### src/hw/rtl/qau_pkg.sv
// Quaternion arithmetic unit: shared constants, command and status codes.
// No dependencies; every other file of the unit refers to this package.
`timescale 1ns / 1ps
`default_nettype none

package qau_pkg;

	localparam int COMPONENT_WIDTH = 16;
	localparam int FRACTION_BITS   = 14;
	localparam int CMD_WIDTH       = 3;
	localparam int STATUS_WIDTH    = 2;

	typedef enum logic [CMD_WIDTH-1:0] {
		CMD_MUL   = 3'd0,
		CMD_DELTA = 3'd1,
		CMD_ROT   = 3'd2,
		CMD_IROT  = 3'd3,
		CMD_NORM  = 3'd4
	} cmd_t;

	typedef enum logic [STATUS_WIDTH-1:0] {
		ST_OK   = 2'd0,
		ST_SAT  = 2'd1,
		ST_ZERO = 2'd2
	} status_t;

endpackage

`default_nettype wire

### src/hw/rtl/qau_isqrt.sv
// Pipelined integer square root, one root bit per stage (W+1 stages).
// Depends on qau_pkg for the default width.
`timescale 1ns / 1ps
`default_nettype none

module qau_isqrt #(
	parameter int COMPONENT_WIDTH = qau_pkg::COMPONENT_WIDTH
) (
	input  wire logic                         clk,
	input  wire logic                         en,
	input  wire logic [2*COMPONENT_WIDTH:0]   s,
	output      logic [COMPONENT_WIDTH:0]     m
);

	localparam int W  = COMPONENT_WIDTH;
	localparam int NS = W + 1;
	localparam int TW = 2 * W + 3;

	logic [TW-1:0] rem_s  [NS];
	logic [W:0]    root_s [NS];

	for (genvar g = 0; g < NS; g++) begin : g_stage
		localparam int K = NS - 1 - g;
		logic [TW-1:0] rem_in;
		logic [W:0]    root_in;
		logic [TW-1:0] trial;

		if (g == 0) begin : g_first
			assign rem_in  = TW'(s);
			assign root_in = '0;
		end else begin : g_next
			assign rem_in  = rem_s[g-1];
			assign root_in = root_s[g-1];
		end

		// (r + 2^k)^2 - r^2
		assign trial = (TW'(root_in) << (K + 1)) + (TW'(1) << (2 * K));

		always_ff @(posedge clk) begin
			if (en) begin
				if (rem_in >= trial) begin
					rem_s[g]  <= rem_in - trial;
					root_s[g] <= root_in | ((W+1)'(1) << K);
				end else begin
					rem_s[g]  <= rem_in;
					root_s[g] <= root_in;
				end
			end
		end
	end

	assign m = root_s[NS-1];

endmodule

`default_nettype wire

### config.mk
export PLATFORM = sky130hd
export DESIGN_NAME = qau_isqrt
export DESIGN_NICKNAME = d
export VERILOG_FILES = /design/src/hw/rtl/qau_pkg.sv /design/src/hw/rtl/qau_isqrt.sv
export SDC_FILE = /design/constraint.sdc
export NUM_CORES = 1
export LEC_CHECK = 0
export BUFFER_PORTS_ARGS = -buffer_cell sky130_fd_sc_hd__buf_2
export CELL_PAD_IN_SITES_DETAIL_PLACEMENT = 0
export CELL_PAD_IN_SITES_GLOBAL_PLACEMENT = 1
export CORE_AREA = 2 2 293 295
export DETAILED_ROUTE_END_ITERATION = 8
export DIE_AREA = 0 0 295 297
export PLACE_DENSITY_LB_ADDON = 0.1
export SKIP_LAST_GASP = 1
export SYNTH_ARGS = -nofsm -noshare
export SYNTH_HDL_FRONTEND = slang
export SYNTH_SLANG_ARGS = --single-unit
### constraint.sdc
create_clock -name clk -period 6.8 [get_ports clk]
set_input_delay 1.02 -clock clk [delete_from_list [all_inputs] [get_ports clk]]
set_output_delay 1.02 -clock clk [all_outputs]
set_load 0.01 [all_outputs]
======== Word level (Yosys, flattened, before mapping) ========
Memory sizes are Yosys's and may differ from the RTL's.
Cells that the tools add are included.
cells by class
  add/sub/neg operators ................... 33
  order comparisons ....................... 17
  multiplexer cells ....................... 136
  bitwise gates (word level) .............. 34
operators with widths
  cell                                          count
  two-way mux 35 bit                            17
  two-way mux 17 bit                            17
  two-way mux 1 bit                             102
  greater-or-equal comparator 35 x 19 -> 1 bit  1
  greater-or-equal comparator 35 x 20 -> 1 bit  1
  greater-or-equal comparator 35 x 21 -> 1 bit  1
  greater-or-equal comparator 35 x 22 -> 1 bit  1
  greater-or-equal comparator 35 x 23 -> 1 bit  1
  greater-or-equal comparator 35 x 24 -> 1 bit  1
  greater-or-equal comparator 35 x 25 -> 1 bit  1
  greater-or-equal comparator 35 x 26 -> 1 bit  1
  greater-or-equal comparator 35 x 27 -> 1 bit  1
  greater-or-equal comparator 35 x 28 -> 1 bit  1
  greater-or-equal comparator 35 x 29 -> 1 bit  1
  greater-or-equal comparator 35 x 30 -> 1 bit  1
  greater-or-equal comparator 35 x 31 -> 1 bit  1
  greater-or-equal comparator 35 x 32 -> 1 bit  1
  greater-or-equal comparator 35 x 33 -> 1 bit  1
  greater-or-equal comparator 35 x 34 -> 1 bit  1
  subtractor 35 x 19 -> 35 bit                  1
  subtractor 35 x 20 -> 35 bit                  1
  subtractor 35 x 21 -> 35 bit                  1
  subtractor 35 x 22 -> 35 bit                  1
  subtractor 35 x 23 -> 35 bit                  1
  other kinds (30)                              63
storage, ports and cells
  bits in registers ....................... 0
  bits in writable memories ............... 884
  bits of input ports ..................... 35
  output and inout port bits .............. 17
  word-level logic and storage cells ...... 222
  memories kept ........................... 2
memories
  name    words  width  read ports  clocked after Yosys merged registers in  wr ports  line             text
  rem_s   17     35     16          0                                        17        qau_isqrt.sv:19  logic [TW-1:0] rem_s [NS];
  root_s  17     17     17          0                                        17        qau_isqrt.sv:20  logic [W:0] root_s [NS];

======== Logic depth before layout (Yosys ltp) ========
Gate-level depths: netlist of run 1.
An unclocked memory read counts as a cell.
  depth after elaboration ................. 7
  gate-level depth with buffers ........... 13

======== Worst setup path before layout of run 1 ========
No wires, ideal clock.
  path type ............................... input port to flip-flop
  from .................................... input port en
  to ...................................... memory rem_s[14][0] (netlist name), enable pin
  library setup time ...................... 0.425 ns
  data arrival time ....................... 2.967 ns
  required time ........................... 6.375 ns
  setup slack ............................. 3.409 ns
  stages on the path ...................... 3
  path through ............................ clkbuf_1 clkbuf_1 clkbuf_1
RTL lines
  item         line             text
  from (decl)  qau_isqrt.sv:10  input wire logic en,
  to (decl)    qau_isqrt.sv:19

==> impl_results.md, run 1 <==
- Clk buf depth: 3
- Total grt overflow: 0
- Final slew viol count: 0
- Final hold vios: 0
- Row cnt: about 110
- Async S/R FF share, synth: 0
- Synth area leader: edfxtp_1
- Root Driver: clkbuf_16
- Commonest non-fill, non-tap cells in the layout: 712 x edfxtp_1, 195 x inv_1, 187 x nand2_1
- Post-CTS resize count: 0
- GRT Overall Usage: 0.182
- FF-to-FF path depth: 8
- FILL cells: 7678
- RSZ-0062 raised after global routing: no
- Pre-antenna DRT Iters: 5
- Synth Area per Inst: approximately 13 um2
- Hold crit path type: reg -> reg
- Flop-to-flop setup slack: 2.74 ns
- Yosys warns: 0
- Core Area: roughly 84000 um2
- Clock sinks: just over 700
- Post CTS Setup Buffer Count: 0
- Top post-synthesis cells by area: edfxtp_1 64%, ha_1 6.2%, xor2_1 3.4%
- Internal Power: a little under 9 mW
- Initial antenna violation count: 0
- Clk_skew: around 0.036 ns
- Clock slew at reported path FFs: about 0.060 ns
- H-tree levels: 3
- Fin crit period: roughly 4 ns
- Hpwl dp: around 60000 um
- Top-area cell type share of the netlist area: 0.637
- Post-synth net total: 2812
- I/O pin cnt: 52
- RR Endpoint: rem_s[14][19]$_DFFE_PP_
- Drt drc: 0
- Leakage power: ~14 nW
- Nets: about 2900
- Post-layout util: 0.449
- Least-Margin Pin Slew: 1.23 ns
- Die area: approximately 88000 um2
- CTS buffer count: 80
- Ys flop type: edfxtp_1
- VDD IR max: 0.237 mV
- Hold EP: root_s[16][9]$_DFFE_PP_
- Share of cells above drive strength 1: 0.0819
- Routed len/inst: between 20 and 25 um
- Die Span Y: ~300 um
- Largest net degree at the start of global routing: roughly 130
- DRT antenna net count: 0
- Diodes inserted: 0
- Post-Route WL: 79200 um
- Slew headroom: 0.173
- Hold path startpoint: root_s[15][9]$_DFFE_PP_
- Net Sw Power: 3.14 mW
- Sequential share of the synthesized area: 0.637
- Switch share: 0.263
- Sequential Power Share: 0.490
- Routability-driven placement congestion ratio: between 0.8 and 0.9
- Die width: about 300 um
- Final Setup Violations: 0
- Clock Latency Late Sink: around 0.64 ns
- CTS tree: built
- Vias in the first global route: between 20000 and 25000
- Pwr/cell area: between 300 and 400 nW/um2
- Gate Count Post-Synth: 2611
- Area Overhead vs Synth: 12.9%
- FF+latch count, synth: approximately 710
- Reg2reg start: rem_s[13][19]$_DFFE_PP_
- Outcome: complete, no violations
- Clock group share of total power: 0.375
- Most common cell after layout, fill and taps aside: edfxtp_1
- Post-Route Setup TNS: 0 ns
- Cts hold-fix bufs: 0
- Arr. time, crit path: about 4.5 ns
- Buffers added on ports: between 50 and 60
- Post-synth EDFFs: approximately 710
- Worst hold margin: around 0.45 ns
- Gate power share: 0.134
- Via count: ~20000
- Worst setup EP type: register
- Unique masters post-synth: roughly 80
- Max-cap violation count: 0
- Worst Path Required: 7.19 ns
- CP Class: reg -> reg
- Iteration-0 DRC count of the detailed router: between 1000 and 1500
- Crit path max fanout: 16
- Mapped Area: ~34000 um2
- Hold Crit Depth: 0
- Critical Path Start Type: register
- Drt via density: around 5.2
- First-pass GRT wire length: around 120000 um
- Fin crit share: 0.597
- Starting Density: 0.398
- Peak Freq: between 0.2 and 0.25 GHz
## cell families (layout without fill, tap and decap cells)
family / count (synthesis) / after routing / share of synthesized area
XOR/XNOR: 242 / 242 / 0.0633
buffers and inverters: 254 / 403 / 0.0289
multiplexers: 22 / 22 / 0.00704
flip-flops: 712 / 712 / 0.637
AO/OA/AOI/OAI: 438 / 438 / 0.0795
AND/OR/NAND/NOR: 777 / 777 / 0.123
adder cells (fa/ha/maj): 166 / 166 / 0.0618
## metal layers
layer  track usage  part of all wire  up-vias
met3        0.0230             0.026      131
li1              -                 -     9885
met4        0.0643             0.033        0
met2         0.361              0.56      310
met1         0.193              0.38     9827
met5             0                 0        -
## power groups by stage
| stage | logic, mW | registers [mW] | clock network [mW] |
|---|---|---|---|
| 3_5_place_dp | 1.61 | 5.96 | 0 |
| 2_1_floorplan | 1.24 | 5.74 | 0 |
| 5_1_grt | 1.80 | 5.91 | 4.78 |
| 3_3_place_gp | 1.60 | 5.96 | 0 |
| 4_1_cts | 1.62 | 5.87 | 4.61 |
| 6_report | 1.60 | 5.86 | 4.49 |
## flip-flops by register name (all words and copies together), names as in the netlist
signal / count
rem_s: 559
root_s: 153
## per-stage QoR
| step | std cells | total power, mW | setup WS, ns | area (um2) |
|---|---|---|---|---|
| after detailed placement | 3763 | 7.57 | 2.05 | 35200 |
| after CTS | 3904 | 12.1 | 2.72 | 37900 |
| after global routing | 3904 | 12.5 | 2.50 | 37900 |
| after floorplan | 2611 | 6.98 | 3.41 | 33600 |
| final | 3904 | 11.9 | 2.74 | 37900 |
| after global placement | 3763 | 7.56 | 2.05 | 35200 |
## critical path, cell delays in order (launching register included)
cell and delay (ns):
edfxtp_1 0.39, ha_1 0.27, or4_1 0.58, nand3b_1 0.35
a2111oi_2 0.61, o211ai_1 0.20, nor3b_2 0.76, buf_4 0.32
mux2_2 0.35
## synth_stat cells (6+ instances only)
library cell    n
a211o_1         6
a211oi_1       13
a21o_1         40
a21oi_1       118
a31oi_1        12
and2_1          7
and3_1         12
and4_1          7
and4b_1         7
buf_2          10
clkbuf_1       43
edfxtp_1      712
ha_1          166
inv_1         195
mux2_2         12
mux2i_1         9
nand2_1       187
nand2b_1       40
nand3_1        36
nand3b_1        7
nand4_1        23
nor2_1        147
nor2b_1        26
nor3_1         83
nor3b_1        10
nor4_1         79
nor4b_1        19
o211ai_1       16
o21a_1         23
o21ai_0       155
o31ai_1        12
or2_2          13
or3_1          31
or4_1          16
xnor2_1       110
xor2_1        131
## worst max path at each step
stage / from / slack [ns] / endpoint
3_3_place_gp: en / 2.05 / rem_s[15][31]$_DFFE_PP_
5_1_grt: en / 2.50 / rem_s[10][32]$_DFFE_PP_
3_5_place_dp: en / 2.05 / rem_s[15][31]$_DFFE_PP_
2_1_floorplan: en / 3.41 / rem_s[14][0]$_DFFE_PP_
4_1_cts: en / 2.72 / rem_s[15][31]$_DFFE_PP_
6_report: rem_s[13][19]$_DFFE_PP_ / 2.74 / rem_s[14][19]$_DFFE_PP_
## cell type report
class	count	area [um2]	share of cell area
flip-flops and latches	712	21400	0.564
multi-input cells	1645	11200	0.297
clock buffers	98	2070	0.0546
well taps	1144	1430	0.0378
inverters	197	739	0.0195
clock inverters	43	669	0.0177
repair buffers	65	383	0.0101
(Power assumes the default switching activity.)
==> inputs of run 2 (changes only) <==
==> constraint.sdc (replaced) <==
create_clock -name clk -period 3.6 [get_ports clk]
set_input_delay 0.54 -clock clk [delete_from_list [all_inputs] [get_ports clk]]
set_output_delay 0.54 -clock clk [all_outputs]
set_load 0.01 [all_outputs]
==> run 2 against run 1 <==
Compared with the run above: cell count is 1.4% higher; clock skew is 0.021 ns higher; hold slack worse by 0.41 ns; die area did not move; flip-flop and latch count did not move; first-iteration DRC count up 11%; wire length up 1.3%; via count up 1.3%; worst setup slack got worse by 2.6 ns; non-clock buffer count increased by 47; sequential power increased by 88%; register-to-register slack got worse by 2.6 ns; largest cell class unchanged.
==> impl_results.md, run 2 (synthesis gave the netlist of run 1 again) <==
- Pwr/cell area: 587 nW/um2 (+86%)
- Fin crit share: 0.967 (+0.370)
- Peak Freq: 0.287 GHz (+17%)
- Area Overhead vs Synth: 14.3%
- Fin area: 38400 um2 (+1.2%)
- M1 wire length: 29100 um (-2.6%)
- Worst setup EP type: register
- WP buf/inv: 1 (unchanged)
- Vias in the first global route: 21100 (+2.4%)
- I/O pin cnt: 52 (unchanged)
- Nets: 2950 (+1.7%)
- Top flop regs: rem_s (559), root_s (153)
- Critical Path Start Type: register
- Clock slew at reported path FFs: 0.06 ns (about the same)
- Slowest CP cell: or4_1
- Clk_skew: 0.0570 ns (+0.0207 ns)
- VDD IR max: 0.448 mV (+89%)
- RSZ-0062 raised after global routing: no
- Starting Density: 0.398 (unchanged)
- Core Area: 84500 um2 (unchanged)
- Clock Latency Late Sink: 0.66 ns (+0.02 ns)
- Total chip power: 22.5 mW (+89%)
- Final worst setup slack: 0.118 ns (-2.62 ns)
- Root Driver: clkbuf_16
- Wire length on met2: 44400 um (-0.77%)
- Biggest register: rem_s
- Most common cell after layout, fill and taps aside: edfxtp_1
- Via count: 20400 (+1.3%)
- Largest net degree at the start of global routing: 157 (+22%)
- Iteration-0 DRC count of the detailed router: 1262 (+11%)
- CP max stage delay: 0.58 ns (-0.18 ns)
- Pre-antenna DRT Iters: 5 (unchanged)
- Hpwl dp: 61000 um (+2.2%)
- CTS tree: built
- Row cnt: 107 (unchanged)
- DRT antenna net count: 0 (unchanged)
- H-tree levels: 3 (unchanged)
- Post-Route Setup TNS: 0 ns (unchanged)
- GRT Overall Usage: 0.184 (+0.00243)
- Clock sinks: 712 (unchanged)
- Leakage power: 14.3 nW (+1.7%)
- First-pass GRT wire length: 123000 um (+0.98%)
- Routability-driven placement congestion ratio: 0.911 (+6.9%)
- Initial antenna violation count: 0 (unchanged)
- Hold crit path type: in -> reg
- Post-layout util: 0.454 (+0.00557)
- Final slew viol count: 0 (unchanged)
- Max reg flops: 559 (unchanged)
- Die width: 295 um (unchanged)
- Routed len/inst: 20.3 um (about the same)
- Total grt overflow: 0 (unchanged)
- Buffers added on ports: 51 (unchanged)
- Share of cells above drive strength 1: 0.0952 (+0.0133)
- Worst Path Required: 3.97 ns (-3.22 ns)
- Top layer in use: met4
- Cell family with most CP delay: simple AND/OR/NAND/NOR gates
- Final hold vios: 0 (unchanged)
- Drt via density: 5.16 (-0.14%)
- Clk buf depth: 3 (unchanged)
- Outcome: complete, no violations
- Commonest non-fill, non-tap cells in the layout: 712 x edfxtp_1, 195 x inv_1, 187 x nand2_1
- Max-cap violation count: 0 (unchanged)
- Post-Route WL: 80300 um (+1.3%)
- Critical-path cell list: ha_1, or4_1, nand3b_1, a2111oi_4, o211ai_1, nor3b_2, buf_4, nand2_1, o21ai_1
- Drt drc: 0 (unchanged)
- Slew headroom: 0.320 (+0.147)
- Fin cells: 3960 (+1.4%)
- Routed length on met3: 2280 um (+11%)
- DP Area: 35500 um2 (+0.90%)
- Worst hold margin: 0.0401 ns (-0.407 ns)
- CP Class: reg -> reg
- Placed Cells: 3797 (+0.90%)
- Fin crit period: 3.48 ns (-0.579 ns)
- Least-Margin Pin Slew: 1.02 ns (-0.213 ns)
- Arr. time, crit path: 3.85 ns (-0.60 ns)
- Crit path max fanout: 23 (+7)
- Die Span Y: 297 um (unchanged)
- CTS buffer count: 81 (+1.3%)
- Die area: 87600 um2 (unchanged)
- Final Setup Violations: 0 (unchanged)
- Place WS: -0.0653 ns (-2.12 ns)
[run 2: changes by cell type in the layout (fill, tap and decap cells not counted), sizes merged, moves of 3 or more]
| cell | previous run | this run |
|---|---|---|
| buf | 65 | 99 |
| clkinv | 28 | 41 |
| dlygate4sd3 | 0 | 13 |
| bufinv | 13 | 9 |
| clkbuf | 98 | 94 |
| clkinvlp | 2 | 5 |
[run 2: final cells by class]
type	instances	area, um2
Antenna cell	1	2.50
Clock buffer	94	2080
Clock inverter	55	654
Fill cell	7568	46100
Inverter	197	739
Multi-Input combinational cell	1645	11300
Sequential cell	712	21400
Tap cell	1144	1430
Timing Repair Buffer	112	831
[run 2: what timing repair did]
action / 4_1_cts / 5_1_grt
setup buffers: 0 / 0
endpoints found under the setup margin: 1 / 17
gates resized for setup: 1 / 6
pin swaps: 0 / 0
endpoints found under the hold margin: 13 / 0
gates cloned: 0 / 0
hold buffers: 13 / 0
[run 2: worst register-to-register path, stage by stage, from the launching register on]
cell       delay (ns)
edfxtp_1         0.39
ha_1             0.28
or4_1            0.58
nand3b_1         0.34
a2111oi_4        0.48
o211ai_1         0.17
nor3b_2          0.24
buf_4            0.31
nand2_1          0.09
o21ai_1          0.34
[run 2: metal layers]
layer  global-route usage  vias to the layer above
met5                    0                        -
met4               0.0963                        0
met3               0.0280                      171
met2                0.357                      357
met1                0.188                     9907
li1                     -                     9979
[run 2: worst paths after layout]
| path | from | endpoint | slack (ns) | cells past startpoint |
|---|---|---|---|---|
| setup / recovery | rem_s[13][19]$_DFFE_PP_ | rem_s[14][7]$_DFFE_PP_ | 0.12 | 9 |
| hold / removal | s[19] | rem_s[0][19]$_DFFE_PP_ | 0.04 | 1 |
| setup reg to reg | rem_s[13][19]$_DFFE_PP_ | rem_s[14][7]$_DFFE_PP_ | 0.12 | 9 |
| hold reg to reg | rem_s[4][11]$_DFFE_PP_ | rem_s[5][11]$_DFFE_PP_ | 0.42 | 0 |
[run 2: where the power goes]
group | total (mW) | leakage [nW] | internal (mW) | switching [mW]
combinational | 3.18 | 6.22 | 1.34 | 1.84
sequential | 11.0 | 6.81 | 10.3 | 0.737
clock | 8.32 | 1.31 | 4.85 | 3.47
total | 22.5 | 14.3 | 16.5 | 6.05
==> inputs of run 3 (changes only) <==
--- a/config.mk
+++ b/config.mk
@@ -8,9 +8,9 @@
 export BUFFER_PORTS_ARGS = -buffer_cell sky130_fd_sc_hd__buf_2
 export CELL_PAD_IN_SITES_DETAIL_PLACEMENT = 0
 export CELL_PAD_IN_SITES_GLOBAL_PLACEMENT = 1
-export CORE_AREA = 2 2 293 295
+export CORE_AREA = 2 2 268 270
 export DETAILED_ROUTE_END_ITERATION = 8
-export DIE_AREA = 0 0 295 297
+export DIE_AREA = 0 0 270 272
 export PLACE_DENSITY_LB_ADDON = 0.1
 export SKIP_LAST_GASP = 1
 export SYNTH_ARGS = -nofsm -noshare
==> run 3 against run 2 <==
Compared with the run above: non-clock buffer count rose by 2; combinational power barely moved; fmax rose by 0.98%; wire length fell by 7.0%; flip-flop and latch count did not move; via count fell by 0.57%; clock skew fell by 0.017 ns; register-to-register slack improved by 0.03 ns; critical endpoint is now rem_s[10][32]$_DFFE_PP_.
==> impl_results.md, run 3 (synthesis gave the netlist of run 1 again) <==
- Outcome: complete, no violations
- Total grt overflow: 0 (unchanged)
- Cell family with most CP delay: simple AND/OR/NAND/NOR gates
- Buffers added on ports: 51 (unchanged)
- Row cnt: 98 (-8.4%)
- Peak Freq: 0.290 GHz (+0.98%)
- Final slew viol count: 0 (unchanged)
- Leakage power: 14.2 nW (-0.91%)
- Final hold vios: 0 (unchanged)
- Worst setup EP type: register
- Max-cap violation count: 0 (unchanged)
- Core Area: 70800 um2 (-16%)
- Max reg flops: 559 (unchanged)
- Arr. time, crit path: 3.79 ns (-0.06 ns)
- Iteration-0 DRC count of the detailed router: 1282 (+1.6%)
- Most common cell after layout, fill and taps aside: edfxtp_1
- Hold Crit Depth: 1 (unchanged)
- Top flop regs: rem_s (559), root_s (153)
- Fin area: 37800 um2 (-1.5%)
- Critical-path cell list: ha_1, or4b_1, nor4_1, nand4_1, o21ai_0, a21oi_2, buf_4, a211o_1, nor4_1, xor2_1
- RR Endpoint: rem_s[10][32]$_DFFE_PP_
- Reg2reg start: rem_s[9][16]$_DFFE_PP_
- Hold crit path type: in -> reg
- Fin crit period: 3.45 ns (-0.0336 ns)
- Share of cells above drive strength 1: 0.0961 (+0.000901)
- Clock sinks: 712 (unchanged)
- Hold EP: rem_s[0][24]$_DFFE_PP_
- Drt drc: 0 (unchanged)
- Vias in the first global route: 20800 (-1.7%)
- First-pass GRT wire length: 116000 um (-5.1%)
- VDD IR max: 0.398 mV (-11%)
- Fin crit share: 0.958 (-0.00934)
- CP max stage delay: 0.46 ns (-0.12 ns)
- Wire length on met2: 40800 um (-8.0%)
- Routed len/inst: 19.9 um (-1.7%)
- Final Setup Violations: 0 (unchanged)
- Clock Latency Late Sink: 0.64 ns (-0.02 ns)
- Starting Density: 0.475 (+0.0771)
- Clock slew at reported path FFs: 0.06 ns (about the same)
- Least-Margin Pin Slew: 0.996 ns (-0.0240 ns)
- Flop-to-flop setup slack: 0.15 ns (+0.03 ns)
- CTS tree: built
- Cell mode on critical path: nor4_1
- Clk buf depth: 3 (unchanged)
- Routability-driven placement congestion ratio: 0.946 (+3.9%)
- Number of cells on the critical path: 10 (+1)
- DP Area: 35300 um2 (-0.53%)
- Hold path startpoint: s[24]
- I/O pin cnt: 52 (unchanged)
- Die Span Y: 272 um (-8.4%)
- Initial antenna violation count: 0 (unchanged)
- FF-to-FF path depth: 10 (+1)
- Slowest CP cell: or4b_1
- Die width: 270 um (-8.5%)
- Die area: 73400 um2 (-16%)
- Critical Path Start Type: register
- DRT antenna net count: 0 (unchanged)
- Post-Route WL: 74700 um (-7.0%)
- RSZ-0062 raised after global routing: yes
- Biggest register: rem_s
- Routed length on met3: 2090 um (-8.0%)
- Pre-antenna DRT Iters: 5 (unchanged)
- Crit path max fanout: 9 (-61%)
- GRT Overall Usage: 0.206 (+0.0215)
- Pwr/cell area: 578 nW/um2 (-1.5%)
- WP buf/inv: 1 (unchanged)
- Largest net degree at the start of global routing: 132 (-16%)
- Drt via density: 5.41 (+5.0%)
- Commonest non-fill, non-tap cells in the layout: 712 x edfxtp_1, 195 x inv_1, 187 x nand2_1
- M1 wire length: 27900 um (-4.2%)
- Worst Path Required: 3.94 ns (-0.03 ns)
- Slew headroom: 0.336 (+0.0160)
- Top layer in use: met4
- Hpwl dp: 56600 um (-7.3%)
- CTS buffer count: 77 (-4.9%)
- Via count: 20300 (-0.57%)
- Root Driver: clkbuf_16
- CP Class: reg -> reg
- H-tree levels: 3 (unchanged)
- Area Overhead vs Synth: 12.6%
- Clk_skew: 0.0397 ns (-0.0172 ns)
- Diodes inserted: 0 (-1)
- Nets: 2948 (-0.068%)
- Post-layout util: 0.534 (+0.0800)
==> run 3: repair_timing <==
action | in CTS | in global routing
hold buffers | 0 | 0
resized for setup | 1 | 2
setup buffers | 0 | 1
pin swaps | 0 | 1
setup endpoints to repair | 1 | 16
==> run 3: worst max-delay path by stage <==
stage	start	end	slack [ns]
after floorplan	rem_s[13][19]$_DFFE_PP_	rem_s[14][29]$_DFFE_PP_	0.56
after global placement	rem_s[12][20]$_DFFE_PP_	rem_s[13][32]$_DFFE_PP_	-0.11
after detailed placement	rem_s[12][20]$_DFFE_PP_	rem_s[13][32]$_DFFE_PP_	-0.15
after CTS	root_s[12][16]$_DFFE_PP_	rem_s[13][32]$_DFFE_PP_	0.11
after global routing	rem_s[9][14]$_DFFE_PP_	rem_s[10][33]$_DFFE_PP_	-0.04
final	rem_s[9][16]$_DFFE_PP_	rem_s[10][32]$_DFFE_PP_	0.15
==> run 3: final cells by class <==
cell class	count	area, um2
inverters	197	739
well taps	950	1190
repair buffers	114	763
clock buffers	93	1990
multi-input cells	1645	11300
clock inverters	38	484
flip-flops and latches	712	21400
fillers	5967	32900
==> run 3: worst register-to-register path, delay by kind of cell, from the launching register on <==
family          cells  cell delay [ns]
simple gates        4             1.35
compound gates      3             0.70
fa+ha+maj           1             0.41
flops               1             0.39
buf+inv             1             0.19
xor+xnor            1             0.14
==> run 3: per-layer routing <==
layer,track usage,vias up
met1,0.218,9797
met2,0.397,381
li1,-,9956
met4,0.106,0
met3,0.0271,163
met5,0,-
==> run 3: stage by stage <==
stage	cells	setup WS [ns]	power, mW	TNS, ns	hold WS (ns)
5_1_grt	3749	-0.0409	22.9	-0.0694	0.0308
3_5_place_dp	3617	-0.154	14.3	-0.157	0.430
4_1_cts	3748	0.107	22.1	0	0.0287
3_3_place_gp	3617	-0.112	14.3	-0.112	0.422
2_1_floorplan	2611	0.558	13.2	0	0.417
6_report	3749	0.152	21.9	0	0.0692
==> run 3: power by group <==
group / switching (mW) / internal [mW]
registers: 0.690 / 10.3
clock network: 3.30 / 4.42
logic: 1.82 / 1.34
